<file path="src/rtl/rmw_pkg.sv">
// ----------------------------------------------------------------------------
// rmw_pkg
// Shared widths, types and constants of the rolling mean window block.
// ----------------------------------------------------------------------------
package rmw_pkg;

    localparam int WIN_MAX   = 64;
    localparam int DATA_W    = 32;
    localparam int CFG_W     = 7;
    localparam int CNT_OUT_W = 7;
    localparam int PTR_W     = (WIN_MAX > 1) ? $clog2(WIN_MAX) : 1;
    localparam int CNT_W     = $clog2(WIN_MAX + 1);
    localparam int SUM_W     = DATA_W + PTR_W;
    localparam int DIV_CNT_W = $clog2(SUM_W + 1);
    localparam int WIN_RESET = (10 > WIN_MAX) ? WIN_MAX : 10;

    localparam logic FUNC_PUSH  = 1'b0;
    localparam logic FUNC_CLEAR = 1'b1;

    typedef enum logic [4:0] {
        ST_IDLE  = 5'b00001,
        ST_SUB   = 5'b00010,
        ST_START = 5'b00100,
        ST_WAIT  = 5'b01000,
        ST_DONE  = 5'b10000
    } t_state;

    typedef struct packed {
        logic             start;
        logic             neg;
        logic [SUM_W-1:0] mag;
        logic [CNT_W-1:0] den;
    } t_div_req;

    typedef struct packed {
        logic                     busy;
        logic signed [DATA_W-1:0] quo;
    } t_div_rsp;

endpackage

</file>
<file path="src/rtl/rmw_ram.sv">
// ----------------------------------------------------------------------------
// rmw_ram
// Generic simple dual-port RAM: one write port, one registered read port.
// ----------------------------------------------------------------------------
module rmw_ram #(
    parameter int WIDTH = 32,
    parameter int DEPTH = 64,
    parameter int AW    = (DEPTH > 1) ? $clog2(DEPTH) : 1
) (
    input  logic             i_clk,
    input  logic             i_we,
    input  logic [AW-1:0]    i_waddr,
    input  logic [WIDTH-1:0] i_wdata,
    input  logic [AW-1:0]    i_raddr,
    output logic [WIDTH-1:0] o_rdata
);

    logic [WIDTH-1:0] r_mem [DEPTH];
    logic [WIDTH-1:0] r_rdata;

    always_ff @(posedge i_clk) begin
        if (i_we) begin
            r_mem[i_waddr] <= i_wdata;
        end
        r_rdata <= r_mem[i_raddr];
    end

    assign o_rdata = r_rdata;

endmodule

</file>
<file path="src/rtl/rmw_div.sv">
// ----------------------------------------------------------------------------
// rmw_div
// Radix-2 restoring divider: sum magnitude by sample count, one quotient
// bit per cycle, sign applied to the truncated quotient.
// ----------------------------------------------------------------------------
module rmw_div (
    input  logic              i_clk,
    input  logic              i_rst_n,
    input  rmw_pkg::t_div_req i_req,
    output rmw_pkg::t_div_rsp o_rsp
);

    localparam int SW = rmw_pkg::SUM_W;
    localparam int CW = rmw_pkg::CNT_W;
    localparam int DW = rmw_pkg::DATA_W;
    localparam int KW = rmw_pkg::DIV_CNT_W;

    logic          r_busy;
    logic [KW-1:0] r_cnt;
    logic [SW-1:0] r_q;
    logic [CW-1:0] r_rem;
    logic [CW-1:0] r_den;
    logic          r_neg;

    logic [CW:0]   shifted;
    logic          ge;
    logic [CW:0]   diff;
    logic [DW-1:0] q_low;

    assign shifted = {r_rem, r_q[SW-1]};
    assign ge      = shifted >= {1'b0, r_den};
    assign diff    = shifted - {1'b0, r_den};

    always_ff @(posedge i_clk) begin
        if (!i_rst_n) begin
            r_busy <= 1'b0;
        end else if (i_req.start) begin
            r_busy <= 1'b1;
        end else if (r_busy && r_cnt == '0) begin
            r_busy <= 1'b0;
        end
    end

    always_ff @(posedge i_clk) begin
        if (i_req.start) begin
            r_cnt <= KW'(SW - 1);
            r_q   <= i_req.mag;
            r_rem <= '0;
            r_den <= i_req.den;
            r_neg <= i_req.neg;
        end else if (r_busy) begin
            r_cnt <= r_cnt - KW'(1);
            r_q   <= {r_q[SW-2:0], ge};
            // remainder stays below the divisor, top bit is always clear
            r_rem <= ge ? diff[CW-1:0] : shifted[CW-1:0];
        end
    end

    assign q_low       = r_q[DW-1:0];
    assign o_rsp.busy  = r_busy;
    assign o_rsp.quo   = r_neg ? $signed(-q_low) : $signed(q_low);

endmodule

</file>
<file path="src/rtl/rolling_mean_window_core.sv">
// ----------------------------------------------------------------------------
// rolling_mean_window_core
// Moving average over the most recent samples, ring held in block RAM.
// ----------------------------------------------------------------------------
// Input (i_in_valid / o_in_ready): func selects push (sample stored, oldest
//   dropped once the window is full) or clear (store emptied). Output
//   (o_out_valid / i_out_ready): one transaction per input with mean,
//   mean_valid and sample_count. Config (i_cfg_valid / o_cfg_ready): window
//   size; a nonzero write saturates to the ring depth and empties the store,
//   a zero write is dropped. Config is taken only while idle.
// Timing: a push loads the result register once the serial divider, one bit
//   per cycle over the 38-bit sum, has finished (with a full window, the
//   oldest sample is read back from the ring first). A clear skips the
//   divider. The next item is taken once the result has loaded and the
//   block is back in idle.
//   With the receiver stalled one more item is taken and parks its result
//   until the output register frees; the input then stays not ready.
// Reset: synchronous active-low; window returns to 10, store is empty. The
//   ring RAM is not cleared: only entries holding stored samples are read.
// ----------------------------------------------------------------------------
module rolling_mean_window_core (
    input  logic                                 i_clk,
    input  logic                                 i_rst_n,
    input  logic                                 i_cfg_valid,
    output logic                                 o_cfg_ready,
    input  logic [rmw_pkg::CFG_W-1:0]            i_cfg_window_size,
    input  logic                                 i_in_valid,
    output logic                                 o_in_ready,
    input  logic                                 i_func,
    input  logic signed [rmw_pkg::DATA_W-1:0]    i_sample,
    output logic                                 o_out_valid,
    input  logic                                 i_out_ready,
    output logic signed [rmw_pkg::DATA_W-1:0]    o_mean,
    output logic                                 o_mean_valid,
    output logic [rmw_pkg::CNT_OUT_W-1:0]        o_sample_count
);

    localparam int DW = rmw_pkg::DATA_W;
    localparam int PW = rmw_pkg::PTR_W;
    localparam int CW = rmw_pkg::CNT_W;
    localparam int SW = rmw_pkg::SUM_W;

    rmw_pkg::t_state         r_state, n_state;
    logic [CW-1:0]           r_window, n_window;
    logic [CW-1:0]           r_count, n_count;
    logic [PW-1:0]           r_oldest, n_oldest;
    logic signed [SW-1:0]    r_sum, n_sum;
    logic [PW-1:0]           r_slot, n_slot;
    logic [DW-1:0]           r_sample, n_sample;
    logic signed [DW-1:0]    r_mean, n_mean;
    logic                    r_out_valid, n_out_valid;
    logic signed [DW-1:0]    r_out_mean, n_out_mean;
    logic                    r_out_mvalid, n_out_mvalid;
    logic [CW-1:0]           r_out_count, n_out_count;

    logic                    in_acc;
    logic                    cfg_acc;
    logic                    full;
    logic [CW:0]             slot_raw;
    logic [PW-1:0]           slot;
    logic [PW-1:0]           oldest_inc;
    logic [CW-1:0]           cfg_sat;

    logic                    ram_we;
    logic [PW-1:0]           ram_waddr;
    logic [DW-1:0]           ram_wdata;
    logic [DW-1:0]           ram_rdata;

    rmw_pkg::t_div_req       div_req;
    rmw_pkg::t_div_rsp       div_rsp;

    assign o_cfg_ready = (r_state == rmw_pkg::ST_IDLE);
    assign o_in_ready  = (r_state == rmw_pkg::ST_IDLE) && !i_cfg_valid;
    assign cfg_acc     = i_cfg_valid && o_cfg_ready;
    assign in_acc      = i_in_valid && o_in_ready;

    assign full = r_count >= r_window;

    // ring slot after the newest sample, wrapped at the ring depth
    assign slot_raw = {1'b0, CW'(r_oldest)} + {1'b0, r_count};
    assign slot     = (slot_raw >= (CW+1)'(rmw_pkg::WIN_MAX))
                    ? PW'(slot_raw - (CW+1)'(rmw_pkg::WIN_MAX)) : PW'(slot_raw);
    assign oldest_inc = (r_oldest == PW'(rmw_pkg::WIN_MAX - 1)) ? '0 : r_oldest + PW'(1);

    assign cfg_sat = (32'(i_cfg_window_size) > 32'(rmw_pkg::WIN_MAX))
                   ? CW'(rmw_pkg::WIN_MAX) : CW'(i_cfg_window_size);

    always_comb begin
        n_state      = r_state;
        n_window     = r_window;
        n_count      = r_count;
        n_oldest     = r_oldest;
        n_sum        = r_sum;
        n_slot       = r_slot;
        n_sample     = r_sample;
        n_mean       = r_mean;
        n_out_valid  = r_out_valid;
        n_out_mean   = r_out_mean;
        n_out_mvalid = r_out_mvalid;
        n_out_count  = r_out_count;
        ram_we       = 1'b0;
        ram_waddr    = slot;
        ram_wdata    = i_sample;
        div_req.start = 1'b0;
        div_req.neg   = r_sum[SW-1];
        div_req.mag   = r_sum[SW-1] ? SW'(-r_sum) : SW'(r_sum);
        div_req.den   = r_count;

        if (r_out_valid && i_out_ready) begin
            n_out_valid = 1'b0;
        end

        unique case (r_state)
            rmw_pkg::ST_IDLE: begin
                if (cfg_acc && i_cfg_window_size != '0) begin
                    n_window = cfg_sat;
                    n_count  = '0;
                    n_oldest = '0;
                    n_sum    = '0;
                end else if (in_acc) begin
                    if (i_func == rmw_pkg::FUNC_CLEAR) begin
                        n_count  = '0;
                        n_oldest = '0;
                        n_sum    = '0;
                        n_state  = rmw_pkg::ST_START;
                    end else begin
                        n_sum    = r_sum + SW'(i_sample);
                        n_slot   = slot;
                        n_sample = i_sample;
                        if (full) begin
                            // oldest entry is being read out of the ring now
                            n_state = rmw_pkg::ST_SUB;
                        end else begin
                            ram_we  = 1'b1;
                            n_count = r_count + CW'(1);
                            n_state = rmw_pkg::ST_START;
                        end
                    end
                end
            end
            rmw_pkg::ST_SUB: begin
                n_sum     = r_sum - SW'($signed(ram_rdata));
                ram_we    = 1'b1;
                ram_waddr = r_slot;
                ram_wdata = r_sample;
                n_oldest  = oldest_inc;
                n_state   = rmw_pkg::ST_START;
            end
            rmw_pkg::ST_START: begin
                if (r_count == '0) begin
                    n_mean  = '0;
                    n_state = rmw_pkg::ST_DONE;
                end else begin
                    div_req.start = 1'b1;
                    n_state       = rmw_pkg::ST_WAIT;
                end
            end
            rmw_pkg::ST_WAIT: begin
                if (!div_rsp.busy) begin
                    n_mean  = div_rsp.quo;
                    n_state = rmw_pkg::ST_DONE;
                end
            end
            rmw_pkg::ST_DONE: begin
                if (!r_out_valid || i_out_ready) begin
                    n_out_valid  = 1'b1;
                    n_out_mean   = r_mean;
                    n_out_mvalid = (r_count != '0);
                    n_out_count  = r_count;
                    n_state      = rmw_pkg::ST_IDLE;
                end
            end
            default: begin
                n_state = rmw_pkg::ST_IDLE;
            end
        endcase
    end

    always_ff @(posedge i_clk) begin
        if (!i_rst_n) begin
            r_state     <= rmw_pkg::ST_IDLE;
            r_window    <= CW'(rmw_pkg::WIN_RESET);
            r_count     <= '0;
            r_oldest    <= '0;
            r_sum       <= '0;
            r_out_valid <= 1'b0;
        end else begin
            r_state     <= n_state;
            r_window    <= n_window;
            r_count     <= n_count;
            r_oldest    <= n_oldest;
            r_sum       <= n_sum;
            r_out_valid <= n_out_valid;
        end
    end

    always_ff @(posedge i_clk) begin
        r_slot       <= n_slot;
        r_sample     <= n_sample;
        r_mean       <= n_mean;
        r_out_mean   <= n_out_mean;
        r_out_mvalid <= n_out_mvalid;
        r_out_count  <= n_out_count;
    end

    rmw_ram #(
        .WIDTH (DW),
        .DEPTH (rmw_pkg::WIN_MAX)
    ) u_ring (
        .i_clk   (i_clk),
        .i_we    (ram_we),
        .i_waddr (ram_waddr),
        .i_wdata (ram_wdata),
        .i_raddr (r_oldest),
        .o_rdata (ram_rdata)
    );

    rmw_div u_div (
        .i_clk   (i_clk),
        .i_rst_n (i_rst_n),
        .i_req   (div_req),
        .o_rsp   (div_rsp)
    );

    assign o_out_valid    = r_out_valid;
    assign o_mean         = r_out_mean;
    assign o_mean_valid   = r_out_mvalid;
    assign o_sample_count = rmw_pkg::CNT_OUT_W'(r_out_count);

`ifndef SYNTHESIS
    a_count_in_window: assert property (@(posedge i_clk) disable iff (!i_rst_n)
        r_count <= r_window)
        else $error("stored count exceeds window");

    a_accept_goes_busy: assert property (@(posedge i_clk) disable iff (!i_rst_n)
        in_acc |=> r_state != rmw_pkg::ST_IDLE)
        else $error("input transaction did not start work");

    a_empty_result: assert property (@(posedge i_clk) disable iff (!i_rst_n)
        (r_out_valid && !r_out_mvalid) |-> (r_out_mean == '0 && r_out_count == '0))
        else $error("empty result carries nonzero mean or count");

    a_mvalid_count: assert property (@(posedge i_clk) disable iff (!i_rst_n)
        r_out_valid |-> (r_out_mvalid == (r_out_count != '0)))
        else $error("mean_valid disagrees with sample count");

    a_div_idle_at_start: assert property (@(posedge i_clk) disable iff (!i_rst_n)
        div_req.start |-> !div_rsp.busy)
        else $error("divider started while busy");
`endif

endmodule
</file>
<file path="config.mk">
export PLATFORM = sky130hd
export DESIGN_NAME = rolling_mean_window_core
export DESIGN_NICKNAME = d
export VERILOG_FILES = /design/src/rtl/rmw_pkg.sv /design/src/rtl/rmw_ram.sv /design/src/rtl/rmw_div.sv /design/src/rtl/rolling_mean_window_core.sv
export SDC_FILE = /design/constraint.sdc
export NUM_CORES = 2
export LEC_CHECK = 0
export ABC_CLOCK_PERIOD_IN_PS = 7950
export BUFFER_PORTS_ARGS = -buffer_cell sky130_fd_sc_hd__buf_2
export CORE_MARGIN = 2
export CORE_UTILIZATION = 40
export DETAILED_ROUTE_END_ITERATION = 6
export GPL_TIMING_DRIVEN = 0
export PLACE_DENSITY_LB_ADDON = 0.15
export SLEW_MARGIN = 10
export SYNTH_ARGS = -nofsm -noshare
export SYNTH_HDL_FRONTEND = slang
export SYNTH_SLANG_ARGS = --single-unit
</file>
<file path="constraint.sdc">
create_clock -name i_clk -period 7.95 [get_ports i_clk]
set_clock_uncertainty 0.15 [all_clocks]
set_input_delay 0.3975 -clock i_clk [delete_from_list [all_inputs] [get_ports i_clk]]
set_output_delay 0.3975 -clock i_clk [all_outputs]
set_load 0.01 [all_outputs]
</file>
## After elaboration in Yosys (flattened, before gate mapping)

Memory sizes are Yosys's and may differ from the RTL's. A register that Yosys moved wholly into a read port is not among the register bits.
Index checks and enable logic that the tools add are counted.
Widths: inputs -> output; s select.

- Flip-flop bits (word level): 234
- Word-level logic and storage cells: 122
- Output and inout bits: 43
- RAM bits: 2,048
- Memories kept: 1

Memories:

| name | words | bits a word | rd ports | clocked after Yosys merged registers in | wr ports | RTL line | RTL |
|---|---|---|---|---|---|---|---|
| u_ring.r_mem | 64 | 32 | 1 | 1 | 1 | rmw_ram.sv:18 | `logic [WIDTH-1:0] r_mem [DEPTH];` |

- Muxes and demuxes: 47
- Equality and inequality tests: 14
- Magnitude comparators: 4
- Reductions and logical operators: 26
- Add/sub/neg operators: 10
- Bitwise logic cells: 2

Operators by type and width:

| operator | number |
|---|---|
| $mux 38 | 6 |
| $mux 32 | 4 |
| $pmux 38 s2 | 1 |
| $pmux 32 s2 | 1 |
| $mux 7 | 6 |
| $add 38x32->38 | 1 |
| $neg 38->38 | 1 |
| $sub 38x32->38 | 1 |
| $mux 6 | 6 |
| $neg 32->32 | 1 |
| $mux 5 | 5 |
| $pmux 5 s5 | 1 |
| $reduce_bool 7->1 | 2 |
| $mux 1 | 13 |
| $pmux 6 s2 | 1 |
| $sub 6x1->6 const B | 2 |
| $reduce_bool 2->1 | 5 |
| $reduce_and 3->1 | 3 |
| $add 6x7->8 | 1 |
| $ge 8x7->1 | 1 |
| $ge 8x7->1 const B | 1 |
| $ne 2x2->1 const B | 4 |
| $reduce_and 4->1 | 2 |
| $add 7x1->7 const B | 1 |
| other kinds (22) | 33 |

## Longest topological paths before layout

- Depth after elaboration: 8
- Gate-level depth with buffers: 14
- Depth with buffers taken out: 12

## Cells and area by module

Synthesis repeated with hierarchy kept, for this count alone.

- Cells, all modules: 5,032
- Area, all modules: 94,130.3 um^2

Modules (own cells, without submodules):

| module | instances | cells each | area each (um^2) | seq. area each (um^2) |
|---|---|---|---|---|
| rmw_ram | 1 | 3,324 | 78,515.3 | 62,139.6 |
| rolling_mean_window_core | 1 | 1,403 | 12,147.9 | 4,584.4 |
| rmw_div | 1 | 305 | 3,467.1 | 1,661.6 |

## Worst setup path after synthesis

No wires, ideal clock.

- Path kind: reg-to-reg
- From: register r_state[1]
- To: memory u_ring.r_mem[60][0] (enable)
- Buffers on the path: 2
- Cell stages (with the launch flop): 10
- Required time: 7.379 ns
- Arrival time: 5.053 ns
- Setup slack: 2.326 ns
- Library setup time: 0.421 ns
- Period minus slack after synthesis: 5.624 ns
- Cells stage by stage: dfxtp_1 clkbuf_1 nor4b_1 nand3_1 nor2_1 and2_1 a21oi_1 or3_1 clkbuf_1 nor2_1

- Longest elaborated chain between the ends: 8
- Elaborated cells between the ends (all ways): 12
- Classes of those cells: eq/ne: 2; mux: 6; reduce/logical: 4

RTL lines:

| element | RTL line | RTL |
|---|---|---|
| from (decl) | rolling_mean_window_core.sv:43 | `rmw_pkg::t_state r_state, n_state;` |
| from (signal assigned) | rolling_mean_window_core.sv:181 | `r_state <= rmw_pkg::ST_IDLE;` |
| from (signal assigned) | rolling_mean_window_core.sv:188 | `r_state <= n_state;` |
| $eq 5x1->1 | rolling_mean_window_core.sv:72, rolling_mean_window_core.sv:73, rolling_mean_window_core.sv:113 |  |
| $logic_and 1x1->1 | rolling_mean_window_core.sv:73 | `assign o_in_ready = (r_state == rmw_pkg::ST_IDLE) && !i_cfg_valid;` |
| $logic_and 1x1->1 | rolling_mean_window_core.sv:75 | `assign in_acc = i_in_valid && o_in_ready;` |
| $mux 1 | rolling_mean_window_core.sv:120 | `end else if (in_acc) begin` |
| $mux 1 | rolling_mean_window_core.sv:115 | `if (cfg_acc && i_cfg_window_size != '0) begin` |
| $pmux 1 s2 | rolling_mean_window_core.sv:113 | `unique case (r_state)` |
| $mux 1 | rmw_ram.sv:22 | `if (i_we) begin` |
| $mux 1 (implied by the code) | rmw_ram.sv:23 | `r_mem[i_waddr] <= i_wdata;` |
| to (decl) | rmw_ram.sv:18 |  |

Parallel ways exist; a longest one is shown, timed or not.

## Worst setup path after layout

- From: register r_oldest[1]
- To: memory u_ring.r_mem[58][23] (enable)

- Longest elaborated chain between the ends: 4
- Elaborated cells between the ends (all ways): 5
- Classes of those cells: add/sub: 2; order compare: 1; mux: 2

RTL lines:

| element | RTL line | RTL |
|---|---|---|
| from (decl) | rolling_mean_window_core.sv:46 | `logic [PW-1:0] r_oldest, n_oldest;` |
| from (signal assigned) | rolling_mean_window_core.sv:191 | `r_oldest <= n_oldest;` |
| $add 6x7->8 * | rolling_mean_window_core.sv:80 | `assign slot_raw = {1'b0, CW'(r_oldest)} + {1'b0, r_count};` |
| $ge 8x7->1 / $sub 6x1->6 (equally long branches) | rolling_mean_window_core.sv:81, rolling_mean_window_core.sv:82 |  |
| $mux 6 * | rolling_mean_window_core.sv:82 | `? PW'(slot_raw - (CW+1)'(rmw_pkg::WIN_MAX)) : PW'(slot_raw);` |
| named net slot[2] | rolling_mean_window_core.sv:60 | `logic [PW-1:0] slot;` |
| $mux 6 * | rolling_mean_window_core.sv:113 |  |

Mark *: on every way through the listed nets, which the timed path passes. The rest lies on a longest branch.

==> summary.txt <==
Outcome = complete, no violations
Mux cell area share after synthesis = 0.1634
Area growth syn-to-layout = 16.56%
Layout cells sized above 1 = 0.2464
HPWL after DPL = 188,200 um
Warnings, synthesis = 0
Pre-CTS WS = 1.769 ns
Syn Std Cell Area = 93,680 um2
Compound-Gate Fraction of Synth Area = 0.03315
CTS sink cnt = 2,314
Post-synth top cells = edfxtp_1 (2,204), mux4_2 (659), nand2_1 (270)
Sequential-to-total area share from yosys stat = 0.7300
Cell variety after synth = 68
Grt ovf = 0
Slowest CP cell = nor2_4
Total length of routed wires = 272,800 um
P_leak = 33.88 nW
I/O pins = 88
Maximum VDD drop = 0.2216 mV
Slew Viols, Final = 0
Arr. time, crit path = 6.61 ns
Vias = 49,000
Initial antenna violation count = 24
Most used DFF post-synth = edfxtp_1
Clock Path Buffers = 3
DRC Markers = 0
Final Hold Fails = 0
Synth area leaders = edfxtp_1 (71%), mux4_2 (16%), dfxtp_1 (2.4%), ha_1 (1.3%), nand2_1 (1.1%)
Total CTS buffers = 232
Hold Crit Class = primary input to flop
Yosys top cell area share = 0.7065
Antenna Violating Nets Remaining = 0
First-pass GRT wire length = 380,100 um
Tmin final = 6.225 ns
Final Power = 0.02659 W
Post-route setup slack = 1.725 ns
Gr usage total = 0.2289
Final Cycle Share = 0.7830
Vias in the first global route = 49,100
Type of origin of the critical path = flop
DP Area = 101,100 um2
Maxcap violations = 0
Delay-heaviest family, CP = buffers and inverters
Post-Synth Adder-Cell Area = 0.01408
Die height = 488.0 um
WP data required = 8.33 ns
H-tree Lvls = 4
Core area = 232,800 um2
Setup bufs post-CTS = 0
Setup TNS = 0 ns
Biggest fanout along the worst timing path = 18
FFs w/ async S/R, synth = 0
Buf/Inv on CP = 6
Post-synthesis simple-gate area fraction = 0.03290
Most used cell, CP = clkbuf_1
Synth Area in XOR/XNOR = 0.01374
Root buffer cell = clkbuf_16
Gpl congestion = 0.9666
Slew @ Worst Pin = 1.380 ns
Overall die width = 488.0 um
# hold bufs at CTS = 48
CTS tree = done
RSZ-0062 raised after global routing = false
Clk_lat worst skew = 0.91 ns
Setup Crit Path Kind = flop to flop
Die area = 238,100 um2
Vias per inst = 5.710
Filler Cells Inserted = 19,460
Mapped Nets = 4,919
Avg Inst Size Synth = 19.64 um2
Largest net degree at the start of global routing = 65
Iteration-0 DRC count of the detailed router = 5,644
DR WL/cell = 31.79 um
Max Clk Rate = 160.6 MHz
Post-CTS sizing = 0
Final non-filler cell area = 109,200 um2
Num rows = 177
Worst-path clk slew = 0.06 ns
Rel. slew slack = 0.07993
Post-synth EDFFs = 2,204
Nets = 5,396
1st-pass router iterations = 5
Synth area leader = edfxtp_1
P per Cell Area = 243.5 nW/um2
Gate Count Post-Synth = 4,771
Number of I/O port buffers = 85
Most frequent cell after synthesis = edfxtp_1
Crit end category = flop
Post-Route Utilization = 0.4692
Final setup viols = 0
Crit path largest cell delay = 0.83 ns
Combinational family with the most area after synthesis = multiplexers
CP Cell Sequence = clkbuf_2 > clkbuf_1 > buf_1 > inv_1 > fa_1 > xnor2_1 > mux2i_1 > nand2_1 > or2_2 > clkbuf_1 > nor2_4 > buf_12
Initial core utilization = 0.4025
Post-synthesis register bit count = 2,314
## cells by family after synthesis
kind of cell | after synthesis
fa+ha+maj | 103
buf+inv | 317
compound gates | 496
simple gates | 690
flops | 2314
mux | 704
xor+xnor | 147
## path summary, 6_finish.rpt
check	from	end	slack, ns	depth (start not counted)
max	r_oldest[1]	u_ring.r_mem[58][23]	1.72	12
min	i_sample[30]	r_sample[30]	0.18	2
max reg2reg	r_oldest[1]	u_ring.r_mem[58][23]	1.72	12
min reg2reg	r_mean[12]	o_mean[12]	0.27	0
## layout make-up
cell class                      instances  area [um2]  share of cell area
Timing Repair Buffer                  243        3296             0.03018
Buffer                                239       932.1            0.008536
Clock inverter                        136        1528             0.01399
Multi-Input combinational cell       2140       24790              0.2270
Sequential cell                      2314       68390              0.6262
Inverter                               78       292.8            0.002681
Antenna cell                           10       25.02           0.0002292
Tap cell                             3132        3919             0.03589
Clock buffer                          289        6030             0.05522
## registers in the layout, indices dropped and copies added, names as in the netlist, 5 cells and up
signal	count
u_ring.r_mem	2048
u_ring.o_rdata	32
r_mean	32
r_count	7
u_div.r_q	38
u_div.r_den	7
r_window	7
u_div.r_rem	7
u_div.r_cnt	6
o_sample_count	7
r_state	5
o_mean	32
r_oldest	6
r_sum	38
r_sample	32
r_slot	6
## cell usage in the layout (no fill, tap or decap), types with 51 or more instances in the layout
cell type  count
o21ai_0      162
nand2_1      239
buf_1         51
ha_1          99
clkbuf_1     216
mux4_2       659
a21oi_1      122
xor2_1        93
inv_1         76
buf_2         97
buf_12        85
edfxtp_1    2204
dfxtp_1      110
xnor2_1       54
nor2_4        65
clkbuf_16    232
nor2_1       155
## per-stage QoR
step,hold slack [ns],instances
finish,0.1776,8581
global route,0.1356,8576
CTS,0.09174,8571
detailed placement,0.2545,8098
global placement,0.2509,7988
floorplan,0.2503,4771
## routing by layer
| layer | track usage | wire (um) |
|---|---|---|
| met5 | 0 | 27 |
| met4 | 0.07516 | 8722 |
| met3 | 0.03968 | 18600 |
| met2 | 0.3678 | 130200 |
| met1 | 0.3174 | 115300 |
## where the power goes
group / switching, W / total (W) / leakage [nW] / internal, W
Sequential: 0.000181 / 0.0137 / 20.7 / 0.0135
Clock: 0.00472 / 0.0109 / 3.66 / 0.00622
Combinational: 0.00130 / 0.00200 / 9.54 / 0.000701
Total: 0.00620 / 0.0266 / 33.9 / 0.0204
Note: power is estimated with default switching activity, not from simulation.
